### config.mk
export PLATFORM = sky130hd
export DESIGN_NAME = serial_frame_deframer_xor_check_unit_flat
export DESIGN_NICKNAME = d
export VERILOG_FILES = /design/src/sfd_pkg.sv /design/src/sfd_if.sv /design/src/sfd_ctrl.sv /design/src/sfd_dp.sv /design/src/serial_frame_deframer_xor_check_unit.sv /design/src/flat_wrapper.sv
export SDC_FILE = /design/constraint.sdc
export NUM_CORES = 1
export LEC_CHECK = 0
export BUFFER_PORTS_ARGS = -buffer_cell sky130_fd_sc_hd__clkbuf_2
export CAP_MARGIN = 20
export CORE_UTILIZATION = 53
export CTS_CLUSTER_DIAMETER = 80
export DETAILED_ROUTE_END_ITERATION = 6
export PLACE_DENSITY = 0.77
export SKIP_LAST_GASP = 1
export SLEW_MARGIN = 10
export SYNTH_ARGS = -nofsm -noshare
export SYNTH_HDL_FRONTEND = slang
export SYNTH_SLANG_ARGS = --single-unit
export TNS_END_PERCENT = 1
### constraint.sdc
create_clock -name clk -period 2.86 [get_ports clk]
set_clock_uncertainty 0.2 [all_clocks]
set_input_delay 0.572 -clock clk [delete_from_list [all_inputs] [get_ports clk]]
set_output_delay 0.572 -clock clk [all_outputs]
set_load 0.03 [all_outputs]
### src/sfd_pkg.sv
// Package for the serial frame deframer: widths, payload store depth,
// register indexes, controller states and the controller/datapath bundles.
// No dependencies.
package sfd_pkg;

  localparam int ByteW      = 8;
  localparam int CmdW       = 16;
  localparam int LenW       = 6;
  localparam int IdxW       = 5;
  localparam int PayloadMax = 32;
  localparam int AddrW      = $clog2(PayloadMax);
  localparam int CfgIdxW    = 2;

  localparam logic [CfgIdxW-1:0] RegStartByte  = 2'd0;
  localparam logic [CfgIdxW-1:0] RegMaxPayload = 2'd1;

  localparam logic [ByteW-1:0] StartByteRst  = 8'hFE;
  localparam logic [LenW-1:0]  MaxPayloadRst = 6'd32;
  localparam logic [LenW-1:0]  LimitCap      = LenW'(PayloadMax);

  typedef enum logic [2:0] {
    ST_HUNT,
    ST_LEN,
    ST_CMDLO,
    ST_CMDHI,
    ST_DATA,
    ST_CHECK,
    ST_READ,
    ST_EMIT
  } state_t;

  // Commands from the controller to the datapath.
  typedef struct packed {
    logic ld_len;
    logic ld_cmdlo;
    logic ld_cmdhi;
    logic ld_data;
    logic idx_clr;
    logic idx_inc;
    logic out_single;
    logic out_status;
    logic out_data;
  } dp_cmd_t;

  // Status from the datapath to the controller.
  typedef struct packed {
    logic is_start;
    logic over_limit;
    logic len_zero;
    logic data_done;
    logic xor_match;
    logic emit_last;
    logic out_free;
  } dp_stat_t;

endpackage

### src/sfd_if.sv
// Channel interfaces of the deframer: received bytes in, frame results out.
// Depends on sfd_pkg.
interface sfd_rx_if;
  import sfd_pkg::*;
  logic             valid;
  logic             ready;
  logic [ByteW-1:0] rx_byte;

  modport source (output valid, output rx_byte, input ready);
  modport sink   (input valid, input rx_byte, output ready);
endinterface

interface sfd_res_if;
  import sfd_pkg::*;
  logic             valid;
  logic             ready;
  logic             status;
  logic [CmdW-1:0]  command;
  logic [LenW-1:0]  payload_len;
  logic             data_valid;
  logic [ByteW-1:0] data_byte;
  logic [IdxW-1:0]  byte_index;
  logic             last;

  modport source (output valid, output status, output command, output payload_len,
                  output data_valid, output data_byte, output byte_index,
                  output last, input ready);
  modport sink   (input valid, input status, input command, input payload_len,
                  input data_valid, input data_byte, input byte_index,
                  input last, output ready);
endinterface

### src/sfd_ctrl.sv
// Frame controller: walks start, length, command, payload and check phases,
// then sequences the payload readout. Depends on sfd_pkg.
module sfd_ctrl (
  input  logic             clk,
  input  logic             rst,
  input  logic             in_valid,
  output logic             in_ready,
  input  sfd_pkg::dp_stat_t stat,
  output sfd_pkg::dp_cmd_t  cmd
);
  import sfd_pkg::*;

  state_t state, state_next;
  logic   in_fire;

  always_comb begin
    case (state)
      ST_HUNT, ST_LEN, ST_CMDLO, ST_CMDHI, ST_DATA: in_ready = 1'b1;
      ST_CHECK: in_ready = stat.out_free;
      default:  in_ready = 1'b0;
    endcase
  end

  assign in_fire = in_valid && in_ready;

  always_ff @(posedge clk) begin
    if (rst) begin
      state <= ST_HUNT;
    end else begin
      state <= state_next;
    end
  end

  always_comb begin
    state_next = state;
    case (state)
      ST_HUNT: begin
        if (in_fire && stat.is_start) state_next = ST_LEN;
      end
      ST_LEN: begin
        if (in_fire) begin
          if (!stat.over_limit) state_next = ST_CMDLO;
          else if (!stat.is_start) state_next = ST_HUNT;
        end
      end
      ST_CMDLO: begin
        if (in_fire) state_next = ST_CMDHI;
      end
      ST_CMDHI: begin
        if (in_fire) state_next = stat.len_zero ? ST_CHECK : ST_DATA;
      end
      ST_DATA: begin
        if (in_fire && stat.data_done) state_next = ST_CHECK;
      end
      ST_CHECK: begin
        if (in_fire) begin
          state_next = (stat.xor_match && !stat.len_zero) ? ST_READ : ST_HUNT;
        end
      end
      ST_READ: state_next = ST_EMIT;
      ST_EMIT: begin
        if (stat.out_free) state_next = stat.emit_last ? ST_HUNT : ST_READ;
      end
      default: state_next = ST_HUNT;
    endcase
  end

  always_comb begin
    cmd = '0;
    case (state)
      ST_LEN:   cmd.ld_len   = in_fire && !stat.over_limit;
      ST_CMDLO: cmd.ld_cmdlo = in_fire;
      ST_CMDHI: cmd.ld_cmdhi = in_fire;
      ST_DATA:  cmd.ld_data  = in_fire;
      ST_CHECK: begin
        // mismatch or empty frame: one result straight away
        cmd.out_single = in_fire && (!stat.xor_match || stat.len_zero);
        cmd.out_status = !stat.xor_match;
        cmd.idx_clr    = in_fire;
      end
      ST_EMIT: begin
        cmd.out_data = stat.out_free;
        cmd.idx_inc  = stat.out_free && !stat.emit_last;
      end
      default: cmd = '0;
    endcase
  end

endmodule

### src/sfd_dp.sv
// Deframer datapath: configuration registers, frame fields, running XOR,
// payload store and the result output register. Depends on sfd_pkg.
module sfd_dp (
  input  logic                       clk,
  input  logic                       rst,
  input  logic                       cfg_we,
  input  logic [sfd_pkg::CfgIdxW-1:0] cfg_index,
  input  logic [sfd_pkg::ByteW-1:0]   cfg_data,
  input  logic [sfd_pkg::ByteW-1:0]   rx_byte,
  input  sfd_pkg::dp_cmd_t           cmd,
  output sfd_pkg::dp_stat_t          stat,
  output logic                       out_valid,
  input  logic                       out_ready,
  output logic                       status,
  output logic [sfd_pkg::CmdW-1:0]    command,
  output logic [sfd_pkg::LenW-1:0]    payload_len,
  output logic                       data_valid,
  output logic [sfd_pkg::ByteW-1:0]   data_byte,
  output logic [sfd_pkg::IdxW-1:0]    byte_index,
  output logic                       last
);
  import sfd_pkg::*;

  logic [ByteW-1:0] start_byte;
  logic [LenW-1:0]  max_payload;
  logic [LenW-1:0]  limit;
  logic [LenW-1:0]  frame_len;
  logic [CmdW-1:0]  cmd_word;
  logic [ByteW-1:0] running_xor;
  logic [LenW-1:0]  bytes_taken;
  logic [LenW:0]    taken_inc;
  logic [AddrW-1:0] idx;
  logic [ByteW-1:0] rd_data;
  logic [ByteW-1:0] payload_store [PayloadMax];

  always_ff @(posedge clk) begin
    if (rst) begin
      start_byte  <= StartByteRst;
      max_payload <= MaxPayloadRst;
    end else if (cfg_we) begin
      if (cfg_index == RegStartByte) start_byte <= cfg_data;
      if (cfg_index == RegMaxPayload) max_payload <= cfg_data[LenW-1:0];
    end
  end

  assign limit     = (max_payload > LimitCap) ? LimitCap : max_payload;
  assign taken_inc = {1'b0, bytes_taken} + (LenW+1)'(1);

  always_ff @(posedge clk) begin
    if (rst) begin
      frame_len   <= '0;
      cmd_word    <= '0;
      running_xor <= '0;
      bytes_taken <= '0;
    end else begin
      if (cmd.ld_len) begin
        frame_len   <= rx_byte[LenW-1:0];
        running_xor <= rx_byte;
        bytes_taken <= '0;
      end
      if (cmd.ld_cmdlo) begin
        cmd_word    <= {8'h00, rx_byte};
        running_xor <= running_xor ^ rx_byte;
      end
      if (cmd.ld_cmdhi) begin
        cmd_word[CmdW-1:ByteW] <= rx_byte;
        running_xor            <= running_xor ^ rx_byte;
      end
      if (cmd.ld_data) begin
        running_xor <= running_xor ^ rx_byte;
        bytes_taken <= taken_inc[LenW-1:0];
      end
    end
  end

  always_ff @(posedge clk) begin
    if (cmd.ld_data) payload_store[bytes_taken[AddrW-1:0]] <= rx_byte;
    rd_data <= payload_store[idx];
  end

  always_ff @(posedge clk) begin
    if (cmd.idx_clr) begin
      idx <= '0;
    end else if (cmd.idx_inc) begin
      idx <= idx + AddrW'(1);
    end
  end

  always_comb begin
    stat.is_start   = (rx_byte == start_byte);
    stat.over_limit = (rx_byte > {2'b00, limit});
    stat.len_zero   = (frame_len == '0);
    stat.data_done  = (taken_inc >= {1'b0, frame_len});
    stat.xor_match  = (rx_byte == running_xor);
    stat.emit_last  = (({1'b0, idx} + LenW'(1)) == frame_len);
    stat.out_free   = !out_valid || out_ready;
  end

  // result register: hold until taken
  always_ff @(posedge clk) begin
    if (rst) begin
      out_valid <= 1'b0;
    end else if (cmd.out_single || cmd.out_data) begin
      out_valid <= 1'b1;
    end else if (out_ready) begin
      out_valid <= 1'b0;
    end
  end

  always_ff @(posedge clk) begin
    if (cmd.out_single) begin
      status      <= cmd.out_status;
      command     <= cmd_word;
      payload_len <= frame_len;
      data_valid  <= 1'b0;
      data_byte   <= '0;
      byte_index  <= '0;
      last        <= 1'b1;
    end else if (cmd.out_data) begin
      status      <= 1'b0;
      command     <= cmd_word;
      payload_len <= frame_len;
      data_valid  <= 1'b1;
      data_byte   <= rd_data;
      byte_index  <= IdxW'(idx);
      last        <= stat.emit_last;
    end
  end

endmodule

### src/serial_frame_deframer_xor_check_unit.sv
// Top level of the serial frame deframer with XOR check byte.
// Depends on sfd_pkg, sfd_if, sfd_ctrl and sfd_dp.
//
//   port     | dir | contents
//   rx       | in  | rx_byte, one received byte per request
//   res      | out | status, command, payload_len, data_valid, data_byte,
//            |     | byte_index, last
//   cfg_*    | in  | write port: 0 start_byte, 1 max_payload
//
// Each header or payload byte is taken whenever rx.valid is high.
// A good frame of N payload bytes then reads out the payload store, one store read
// and one result load per byte, while rx is held off.
// A check byte is taken only once the result register is free; res stalls hold it.
// rst (synchronous) returns to hunting and restores the register defaults.
module serial_frame_deframer_xor_check_unit (
  input  logic                        clk,
  input  logic                        rst,
  input  logic                        cfg_we,
  input  logic [sfd_pkg::CfgIdxW-1:0] cfg_index,
  input  logic [sfd_pkg::ByteW-1:0]   cfg_data,
  sfd_rx_if.sink                      rx,
  sfd_res_if.source                   res
);
  import sfd_pkg::*;

  dp_cmd_t  cmd;
  dp_stat_t stat;

  sfd_ctrl u_ctrl (
    .clk      (clk),
    .rst      (rst),
    .in_valid (rx.valid),
    .in_ready (rx.ready),
    .stat     (stat),
    .cmd      (cmd)
  );

  sfd_dp u_dp (
    .clk         (clk),
    .rst         (rst),
    .cfg_we      (cfg_we),
    .cfg_index   (cfg_index),
    .cfg_data    (cfg_data),
    .rx_byte     (rx.rx_byte),
    .cmd         (cmd),
    .stat        (stat),
    .out_valid   (res.valid),
    .out_ready   (res.ready),
    .status      (res.status),
    .command     (res.command),
    .payload_len (res.payload_len),
    .data_valid  (res.data_valid),
    .data_byte   (res.data_byte),
    .byte_index  (res.byte_index),
    .last        (res.last)
  );

endmodule

### src/flat_wrapper.sv
// flat-port wrapper written by rule: the top's interface ports become plain ports
module serial_frame_deframer_xor_check_unit_flat import sfd_pkg::*;
  (clk, rst, cfg_we, cfg_index, cfg_data, rx_valid, rx_rx_byte, rx_ready, res_valid, res_status, res_command, res_payload_len, res_data_valid, res_data_byte, res_byte_index, res_last, res_ready);
  sfd_rx_if rx_i ();
  sfd_res_if res_i ();
  input  logic clk;
  input  logic rst;
  input  logic cfg_we;
  input  logic [sfd_pkg::CfgIdxW-1:0] cfg_index;
  input  logic [sfd_pkg::ByteW-1:0] cfg_data;
  input wire logic [$bits(rx_i.valid)-1:0] rx_valid;
  input wire logic [$bits(rx_i.rx_byte)-1:0] rx_rx_byte;
  output wire logic [$bits(rx_i.ready)-1:0] rx_ready;
  output wire logic [$bits(res_i.valid)-1:0] res_valid;
  output wire logic [$bits(res_i.status)-1:0] res_status;
  output wire logic [$bits(res_i.command)-1:0] res_command;
  output wire logic [$bits(res_i.payload_len)-1:0] res_payload_len;
  output wire logic [$bits(res_i.data_valid)-1:0] res_data_valid;
  output wire logic [$bits(res_i.data_byte)-1:0] res_data_byte;
  output wire logic [$bits(res_i.byte_index)-1:0] res_byte_index;
  output wire logic [$bits(res_i.last)-1:0] res_last;
  input wire logic [$bits(res_i.ready)-1:0] res_ready;
  assign rx_i.valid = rx_valid;
  assign rx_i.rx_byte = rx_rx_byte;
  assign rx_ready = rx_i.ready;
  assign res_valid = res_i.valid;
  assign res_status = res_i.status;
  assign res_command = res_i.command;
  assign res_payload_len = res_i.payload_len;
  assign res_data_valid = res_i.data_valid;
  assign res_data_byte = res_i.data_byte;
  assign res_byte_index = res_i.byte_index;
  assign res_last = res_i.last;
  assign res_i.ready = res_ready;
  serial_frame_deframer_xor_check_unit u_core (.clk(clk), .rst(rst), .cfg_we(cfg_we), .cfg_index(cfg_index), .cfg_data(cfg_data), .rx(rx_i), .res(res_i));
endmodule
==> impl_metrics.json <==
{
  "vias": 8232,
  "crit_path_end": "u_core.u_ctrl.state[1]$_SDFFE_PP0P_",
  "clockBufferDepth": 3,
  "synthCells": 905,
  "worstReg2RegStart": "u_core.u_dp.bytes_taken[1]$_SDFFE_PP0P_",
  "synth_common_cells": "edfxtp_1 (279), nand2_1 (94), dfxtp_1 (82)",
  "crit_type": "reg -> reg",
  "cp_cell_sequence": "ha_1, nand3_1, xnor2_1, ha_1, a21o_1, a311o_1, o311a_1, a21o_1, o211a_1",
  "design.die.area_mm2": 0.02797,
  "ys_seq_area_frac": 0.6924,
  "grt_max_degree": 49,
  "post-route-period-util": 0.9437,
  "netlist_area_mm2": 0.01447,
  "design_area_mm2": 0.01671,
  "synth_edf_count": 279,
  "synthesis.nets": 945,
  "num_rows": 60,
  "grt_pass1_vias": 8276,
  "slew_viol_final": 0,
  "diodes": 0,
  "antenna_left": 0,
  "yosysTopAreaCell": "edfxtp_1",
  "wl_per_cell_um": 22.84,
  "clkSinkCount": 361,
  "fin_nets": 1071,
  "ctsResizeCount": 0,
  "clk-insertion-delay-late_ns": 0.52,
  "ys.flop_type": "edfxtp_1",
  "synth.distinct_cells": 50,
  "avgSynthCellArea_um2": 15.99,
  "post-route-util": 0.6219,
  "crit_family": "compound AO/OA/AOI/OAI gates",
  "dr.pass1.iters": 5,
  "cts_root_buf": "clkbuf_16",
  "timing.hold.ws_ns": 0.06855,
  "path_max_fanout": 6,
  "ff2ff_path_depth": 9,
  "crit_slowest_cell": "dfxtp_1",
  "r2r_slack_ns": 0.16,
  "async_flop_share": 0,
  "place_inst": 1334,
  "fillCellCount": 1902,
  "vias_per_cell": 5.884,
  "drt_iter0_markers": 871,
  "r2r-end": "u_core.u_ctrl.state[1]$_SDFFE_PP0P_",
  "core-area_mm2": 0.02688,
  "htreeDepth": 2,
  "hold_violations": 0,
  "crit_start": "u_core.u_dp.bytes_taken[1]$_SDFFE_PP0P_",
  "drv_cap": 0,
  "ys_ff_latch": 361,
  "peakVddDrop_v": 0.0003704,
  "drive_gt1_frac": 0.2637,
  "power_per_cell_area_mw_per_mm2": 618.0,
  "worstSetupEndpointType": "flop",
  "setup.worst_path.start_class": "flop",
  "numCtsBuffers": 36,
  "die_h_um": 167.2,
  "grt_usage": 0.2373,
  "cp_num_buf_inv": 0,
  "antenna_found_initial": 0,
  "cts.reportedPaths.clkPinSlew_ns": 0.06,
  "initial_utilization": 0.5385,
  "fin_crit_ns": 2.699,
  "status": "finished clean",
  "cts_setup_buffers": 0,
  "worst_pin_slew_ns": 0.6192,
  "post_dp_cell_area_mm2": 0.01562,
  "cp.depth": 9,
  "dp_hpwl_um": 20310,
  "critical_path_arrival_ns": 2.91,
  "rsz0062_at_grt": "no",
  "syn_to_final_growth_pct": 15.49,
  "required_ns": 3.07,
  "setup_viol": 0,
  "fin_cells": 1399,
  "postCtsHoldBufs": 0,
  "die_x_um": 167.2,
  "drt_wl_total_um": 31950,
  "hp-class": "in -> reg",
  "grt_pass1_wl_um": 49230,
  "numPortBuffers": 62,
  "fmax_mhz": 370.5,
  "synth_area_leaders": "edfxtp_1 (58%), mux4_2 (12%), dfxtp_1 (11%)",
  "yosysWarnings": 0,
  "yosysTopAreaCellShare": 0.5789,
  "max-slew-margin-rel": 0.5857,
  "leakagePower_nw": 5.558,
  "crit_path_max_incr_delay_ns": 0.41,
  "tritoncts": "built",
  "pin_count": 63,
  "drc_errors": 0,
  "p_total_mw": 10.33,
  "yosysMostFrequentCell": "edfxtp_1",
  "gp_congestion": 0.8113,
  "overflow": 0
}
-- final cells by class --
cell class | count | area, um^2 | share of cell area
sequential | 361 | 10020 | 0.5998
multi-input combinational | 478 | 4161 | 0.2490
clock buffer | 52 | 1023 | 0.06124
timing repair buffer | 140 | 958.4 | 0.05734
tap | 341 | 426.7 | 0.02553
clock inverter | 13 | 66.31 | 0.003968
inverter | 14 | 52.55 | 0.003144
-- through the flow --
| stage | TNS (ns) | setup slack [ns] |
|---|---|---|
| 2_1_floorplan | 0 | 0.1966 |
| 3_3_place_gp | 0 | 0.03523 |
| 3_5_place_dp | -0.03636 | -0.03210 |
| 4_1_cts | 0 | 0.1849 |
| 5_1_grt | 0 | 0.01305 |
| 6_report | 0 | 0.1610 |
-- where the power goes --
group	switching, mW	leakage, nW	internal, mW
Clock	1.87	0.532	2.49
Sequential	0.0192	3.14	5.65
Combinational	0.196	1.88	0.100
Total	2.08	5.56	8.25
-- metal layers --
| layer | share of wire | vias to the layer above | global-route usage |
|---|---|---|---|
| li1 | - | 3725 | - |
| met1 | 0.39 | 4134 | 0.3138 |
| met2 | 0.51 | 316 | 0.3999 |
| met3 | 0.071 | 57 | 0.04349 |
| met4 | 0.028 | 0 | 0.07778 |
| met5 | 0 | - | 0 |
-- sequential cells by signal (all words and copies together) (netlist names), 3 cells and up --
signal / cells
u_core.u_dp.payload_store: 256
u_core.u_dp.cmd_word: 16
u_core.u_dp.command: 16
u_core.u_dp.data_byte: 8
u_core.u_dp.rd_data: 8
u_core.u_dp.running_xor: 8
u_core.u_dp.start_byte: 8
u_core.u_dp.bytes_taken: 6
u_core.u_dp.frame_len: 6
u_core.u_dp.max_payload: 6
u_core.u_dp.payload_len: 6
u_core.u_dp.byte_index: 5
u_core.u_dp.idx: 5
u_core.u_ctrl.state: 3
-- worst register-to-register path, delay by kind of cell, from the launching register on --
family	cells	cell delay [ns]
AOI/OAI and AO/OA	5	0.92
xor gates and xnor gates	1	0.29
adders and majority gates	2	0.64
DFF	1	0.41
and+or+nand+nor	1	0.13
-- worst min-delay path by stage --
stage / depth (start not counted) / slack (ns) / from / to
floorplan: 0 / 0.20 / u_core.u_dp.cmd_word[0]$_SDFFE_PP0P_ / u_core.u_dp.command[0]$_DFFE_PP_
global placement: 0 / 0.20 / u_core.u_dp.cmd_word[0]$_SDFFE_PP0P_ / u_core.u_dp.command[0]$_DFFE_PP_
detailed placement: 0 / 0.21 / u_core.u_dp.cmd_word[3]$_SDFFE_PP0P_ / u_core.u_dp.command[3]$_DFFE_PP_
CTS: 3 / 0.06 / cfg_data[6] / u_core.u_dp.start_byte[6]$_SDFFE_PP1P_
global route: 3 / 0.08 / cfg_data[7] / u_core.u_dp.start_byte[7]$_SDFFE_PP1P_
finish: 3 / 0.07 / cfg_data[6] / u_core.u_dp.start_byte[6]$_SDFFE_PP1P_
-- cell families (layout without fill, tap and decap cells) --
logic type | after synthesis | after routing | share of synthesized area
DFF | 361 | 361 | 0.6924
and+or+nand+nor | 220 | 220 | 0.06727
AOI/OAI and AO/OA | 106 | 106 | 0.04470
muxes | 104 | 104 | 0.1418
buffers and inverters | 66 | 219 | 0.02040
xor gates and xnor gates | 31 | 31 | 0.01876
adders and majority gates | 17 | 17 | 0.01470
-- layout by cell type (no fill, tap or decap), drive strengths merged, types with 3 or more instances in the layout --
cell and instances:
edfxtp 279, clkbuf 114, nand2 94, dfxtp 82
mux4 80, buf 78, nor2 63, a21oi 52
xnor2 26, nand3 24, o21ai 18, ha 17
mux2i 16, clkinv 14, inv 13, a31oi 8
mux2 8, nor3 7, nand4 6, o221a 5
nor2b 5, xor2 5, a21boi 4, a21o 4
nand3b 3, and3 3, nand2b 3
(Power assumes the default switching activity.)
